`src/rtl/sinv_ram.sv`:
```
`default_nettype none
// ----------------------------------------------------------------------------
// sinv_ram
// Single port synchronous RAM with registered read.
// ----------------------------------------------------------------------------
module sinv_ram #(
    parameter int WIDTH = 8,
    parameter int DEPTH = 16
) (
    input  wire logic                     clk,
    input  wire logic                     we,
    input  wire logic [$clog2(DEPTH)-1:0] addr,
    input  wire logic [WIDTH-1:0]         wdata,
    output logic      [WIDTH-1:0]         rdata
);

    logic [WIDTH-1:0] mem [DEPTH];

    always_ff @(posedge clk)
    begin
        if (we)
        begin
            mem[addr] <= wdata;
        end
        rdata <= mem[addr];
    end

endmodule
`default_nettype wire

```
`config.mk`:
```
export PLATFORM = sky130hd
export DESIGN_NAME = sinv_ram
export DESIGN_NICKNAME = d
export VERILOG_FILES = /design/src/rtl/sinv_ram.sv
export SDC_FILE = /design/constraint.sdc
export NUM_CORES = 1
export LEC_CHECK = 0
export BUFFER_PORTS_ARGS = -buffer_cell sky130_fd_sc_hd__buf_4
export CORE_MARGIN = 2
export CORE_UTILIZATION = 63
export CTS_BUF_LIST = sky130_fd_sc_hd__clkbuf_8
export CTS_CLUSTER_SIZE = 20
export DETAILED_ROUTE_END_ITERATION = 12
export PLACE_DENSITY = 0.81
export RECOVER_POWER = 25
export SKIP_CTS_REPAIR_TIMING = 1
export SLEW_MARGIN = 20
export SYNTH_ARGS = -nofsm -noshare
export SYNTH_HDL_FRONTEND = slang
export SYNTH_SLANG_ARGS = --single-unit
```
`constraint.sdc`:
```
create_clock -name clk -period 1.8 [get_ports clk]
set_input_delay 0.09 -clock clk [delete_from_list [all_inputs] [get_ports clk]]
set_output_delay 0.09 -clock clk [all_outputs]
set_load 0.05 [all_outputs]
```
==> results of run 1 <==
## power groups by stage
stage	Combinational, mW	Clock (mW)	Sequential (mW)
after floorplan	0.182	0	3.70
after global placement	0.417	0	3.63
after detailed placement	0.424	0	3.63
after CTS	0.425	2.46	3.56
after global routing	0.456	2.61	3.56
final	0.425	2.42	3.56
## per-layer routing
metal / vias up / wire [um] / track usage / part of all wire
li1: 1069 / - / - / -
met3: 13 / 583 / 0.0506 / 0.064
met4: 0 / 155 / 0.103 / 0.017
met1: 1266 / 3680 / 0.341 / 0.40
met5: - / 0 / 0 / 0
met2: 96 / 4760 / 0.355 / 0.52
## registers in the layout (all words and copies together), names as in the netlist
register,cells
mem,128
rdata,8
## final timing paths
check / slack, ns / from / endpoint
worst min-delay path: 0.26 / wdata[5] / mem[12][5]$_DFFE_PP_
worst min register to register: 0.67 / mem[15][3]$_DFFE_PP_ / rdata[3]$_DFF_P_
worst max register to register: 0.43 / mem[2][2]$_DFFE_PP_ / rdata[2]$_DFF_P_
worst max-delay path: 0.43 / mem[2][2]$_DFFE_PP_ / rdata[2]$_DFF_P_
## final cells by class
| type | count | area, um2 | share of cell area |
|---|---|---|---|
| Multi-Input combinational cell | 83 | 1000 | 0.170 |
| Timing Repair Buffer | 49 | 372 | 0.0630 |
| Sequential cell | 136 | 4000 | 0.679 |
| Clock buffer | 18 | 248 | 0.0420 |
| Clock inverter | 14 | 143 | 0.0242 |
| Tap cell | 102 | 128 | 0.0216 |
## logic make-up (layout without fill, tap and decap cells)
family                 after synthesis  in the layout  share of synthesized area
AND/OR/NAND/NOR                     35             35                     0.0321
flip-flops                         136            136                      0.790
buffers and inverters               11             81                     0.0119
AO/OA/AOI/OAI                       16             16                     0.0237
multiplexers                        32             32                      0.142
## cell usage after synthesis
library cell	number
a22oi_1	16
and2_1	1
buf_1	4
buf_2	2
buf_6	2
clkbuf_1	2
clkbuf_2	1
dfxtp_1	8
edfxtp_1	128
mux4_2	32
nand2_1	9
nand2b_1	2
nand3_1	1
nand3b_1	2
nor2_1	13
nor2b_1	2
nor3_1	4
or3b_2	1
## worst register-to-register path: stages, from the launching register on
cell	delay (ns)
edfxtp_1	0.38
mux4_2	0.47
a22oi_1	0.32
nand2_1	0.10
==> flow_summary.json, run 1 <==
{
  "status": "completed",
  "numCtsBuffers": 17,
  "clock.fmax_ghz": 0.728,
  "synth.distinct_cells": 18,
  "final_cells": 402,
  "port_buffers": 21,
  "grt_pass1_vias": 2451,
  "die_h_um": 93.7,
  "drt_drc_violations_left": 0,
  "final-setup-viol-count": 0,
  "intPower_mw": 5.08,
  "cts.htree.levels": 4,
  "via_per_inst": 6.08,
  "utilization": 0.759,
  "p_comb_frac": 0.066,
  "worstSetupPathType": "register to register",
  "grt_max_degree": 25,
  "finClkSkew_ns": 0.00977,
  "hold_ws_ns": 0.256,
  "cts_tree": "yes",
  "clock-sinks": 136,
  "critPathBufInv": 0,
  "overflow": 0,
  "slew_violations": 0,
  "synth_cells": 230,
  "tightest_slew_ns": 0.802,
  "worstPathCellList": "mux4_2 -> a22oi_1 -> nand2_1",
  "rows": 32,
  "slowest_stage": "mux4_2",
  "first_pass_iters": 4,
  "gp_congestion": 0.811,
  "io_pins": 22,
  "syn_to_final_growth_pct": 16.4,
  "syn_avg_cell_area_um2": 22.0,
  "sw_frac_of_total": 0.208,
  "fp.dieArea_mm2": 0.00878,
  "critical_path_depth": 3,
  "max_slew_margin": 0.463,
  "dr.first_iter.drc_count": 233,
  "layout_commonest_cell": "edfxtp_1",
  "grt_pass1_wl_um": 14200,
  "drtAntennaViolNets": 0,
  "initial_core_util": 0.652,
  "track_usage": 0.235,
  "crit_required_ns": 2.10,
  "clockPowerShare": 0.378,
  "yosys-top-cells-area": "edfxtp_1 76%, mux4_2 14%, dfxtp_1 3.2%",
  "finalSetupTns_ns": 0,
  "min_path_type": "input pin to register",
  "drive_above_1_share": 0.320,
  "period_minus_slack_ns": 1.37,
  "design_area_mm2": 0.00590,
  "hold_violations": 0,
  "yosys.area.top_type": "edfxtp_1",
  "reg2regPathDepth": 3,
  "nets": 301,
  "power_density_mw_per_mm2": 1090,
  "ys_seq_elements": 136,
  "dp.cells": 363,
  "clk_pin_slew_ns": 0.07,
  "wl_per_cell_um": 22.8,
  "core_area_mm2": 0.00777,
  "p_sw_mw": 1.33,
  "yosysWarnings": 0,
  "cap_viol_max_count": 0,
  "clockRootBuffer": "clkbuf_8",
  "dp_slack_ns": 0.0145,
  "hpwl_um": 5990,
  "worstPathArrival_ns": 1.67,
  "power.leakage_nw": 1.97,
  "worstSkewPairLatency_ns": 0.41,
  "synth-seq-area-share": 0.790,
  "cp_max_fo": 1,
  "startpoint_type": "register",
  "netlist.area_leader.share": 0.759,
  "cts.path.max_buffers": 2,
  "final_cell_mix": "128 x edfxtp_1, 34 x buf_4, 32 x mux4_2, 18 x clkbuf_8, 16 x a22oi_1",
  "power.total_mw": 6.41,
  "peakVddDrop_uv": 878,
  "worstHoldPathCells": 1,
  "n_fill_cell": 450,
  "rsz0062_at_grt": "no",
  "syn_nets": 244,
  "crit_family": "multiplexers",
  "antenna_found_initial": 0,
  "p_seq_frac": 0.556,
  "critPathMaxStageDelay_ns": 0.47,
  "syn_area_mm2": 0.00507,
  "die_x_um": 93.7,
  "route.vias.total": 2444,
  "end_kind": "register",
  "final.period_utilization": 0.763,
  "place_area_mm2": 0.00546,
  "wl_um": 9180,
  "antenna_cells": 0,
  "layout_setup_ws_ns": 0.426
}
Note: power is estimated with default switching activity, not from simulation.
==> run 2: changes to the inputs <==
==> constraint.sdc (replaced) <==
create_clock -name clk -period 1.3 [get_ports clk]
set_input_delay 0.065 -clock clk [delete_from_list [all_inputs] [get_ports clk]]
set_output_delay 0.065 -clock clk [all_outputs]
set_load 0.05 [all_outputs]
==> flow_summary.json, run 2 (synthesis results as in run 1) <==
{
  "slew_violations": 0,
  "fp.dieArea_mm2": 0.00878,
  "met3_length_um": 767,
  "via_per_inst": 6.07,
  "worstPathCellList": "mux4_2 -> a22oi_2 -> nand2_1",
  "finClkSkew_ns": 0.00803,
  "period_minus_slack_ns": 1.28,
  "route.vias.total": 2566,
  "crit_required_ns": 1.60,
  "worstPathArrival_ns": 1.58,
  "startpoint_type": "register",
  "overflow": 0,
  "numCtsBuffers": 17,
  "clk_pin_slew_ns": 0.07,
  "power.leakage_nw": 2.09,
  "cts_tree": "yes",
  "critPathMaxStageDelay_ns": 0.47,
  "rsz0062_at_grt": "yes",
  "antenna_found_initial": 0,
  "wl_met2_um": 5140,
  "clock.fmax_ghz": 0.780,
  "max_slew_margin": 0.372,
  "cts.path.max_buffers": 2,
  "hold_violations": 0,
  "drt_drc_violations_left": 0,
  "syn_to_final_growth_pct": 23.2,
  "rows": 32,
  "core_area_mm2": 0.00777,
  "power_density_mw_per_mm2": 1460,
  "cts.htree.levels": 4,
  "grt_pass1_vias": 2600,
  "status": "completed",
  "dr.first_iter.drc_count": 296,
  "min_path_type": "input pin to register",
  "tightest_slew_ns": 0.940,
  "top_layer_used": "met4",
  "clockRootBuffer": "clkbuf_8",
  "peakVddDrop_uv": 894,
  "n_fill_cell": 388,
  "final-setup-viol-count": 0,
  "drtAntennaViolNets": 0,
  "cp_max_fo": 1,
  "hold_ws_ns": 0.240,
  "worstSetupPathType": "register to register",
  "final.period_utilization": 0.987,
  "end_kind": "register",
  "gp_congestion": 0.785,
  "dp_slack_ns": -0.139,
  "first_pass_iters": 4,
  "largestRegisters": "mem (128), rdata (8)",
  "initial_core_util": 0.652,
  "clock-sinks": 136,
  "wl_per_cell_um": 23.6,
  "worstSkewPairLatency_ns": 0.42,
  "port_buffers": 21,
  "antenna_cells": 0,
  "top_register": "mem",
  "wl_met1_um": 3920,
  "slowest_stage": "mux4_2",
  "grt_max_degree": 17,
  "layout_commonest_cell": "edfxtp_1",
  "wl_um": 9970,
  "die_h_um": 93.7,
  "drive_above_1_share": 0.445,
  "grt_pass1_wl_um": 15200,
  "io_pins": 22,
  "largest_register_ffs": 128,
  "cap_viol_max_count": 0,
  "die_x_um": 93.7,
  "layout_setup_ws_ns": 0.0173,
  "final_cell_mix": "128 x edfxtp_1, 50 x buf_4, 32 x mux4_2, 17 x clkbuf_8, 12 x nor2_2",
  "track_usage": 0.252,
  "nets": 322,
  "hpwl_um": 6740
}
## run 2: final timing paths
path,cells after the start,from,endpoint,slack [ns]
worst max-delay path,3,mem[0][3]$_DFFE_PP_,rdata[3]$_DFF_P_,0.02
worst min-delay path,4,addr[1],rdata[6]$_DFF_P_,0.24
worst max register to register,3,mem[0][3]$_DFFE_PP_,rdata[3]$_DFF_P_,0.02
worst min register to register,3,mem[14][2]$_DFFE_PP_,rdata[2]$_DFF_P_,0.69
## run 2: layout make-up
cell class	instances	area, um2	area share
repair buffers	70	614	0.0984
flip-flops and latches	136	4000	0.641
well taps	102	128	0.0204
clock buffers	17	234	0.0375
clock inverters	15	179	0.0287
multi-input cells	83	1080	0.174
## run 2: power breakdown
part	leakage, nW	total, mW	switching [mW]	internal (mW)
clock	0.203	3.50	1.60	1.90
sequential	1.22	4.93	0.0377	4.90
combinational	0.665	0.670	0.387	0.283
## run 2: per-stage QoR
| step | instance area [um2] | power, mW | setup TNS (ns) | std cells | util |
|---|---|---|---|---|---|
| 4_1_cts | 6140 | 9.11 | -0.107 | 415 | 0.790 |
| 5_1_grt | 6240 | 9.37 | -0.0110 | 423 | 0.804 |
| 6_report | 6240 | 9.11 | 0 | 423 | 0.804 |
| 3_3_place_gp | 5720 | 5.64 | -1.02 | 383 | 0.737 |
| 2_1_floorplan | 5100 | 5.38 | -4.00 | 230 | - |
| 3_5_place_dp | 5720 | 5.67 | -2.18 | 383 | 0.737 |
## run 2: metal layers
layer,global-route usage,up-vias
met3,0.0642,14
met4,0.0640,0
met1,0.355,1300
met5,0,-
met2,0.407,129
li1,-,1123
## run 2: worst max-delay path: cells and delay by family, from the launching register on
family,cells,cell delay [ns]
muxes,1,0.47
DFF,1,0.38
AOI/OAI and AO/OA,1,0.24
and+or+nand+nor,1,0.08
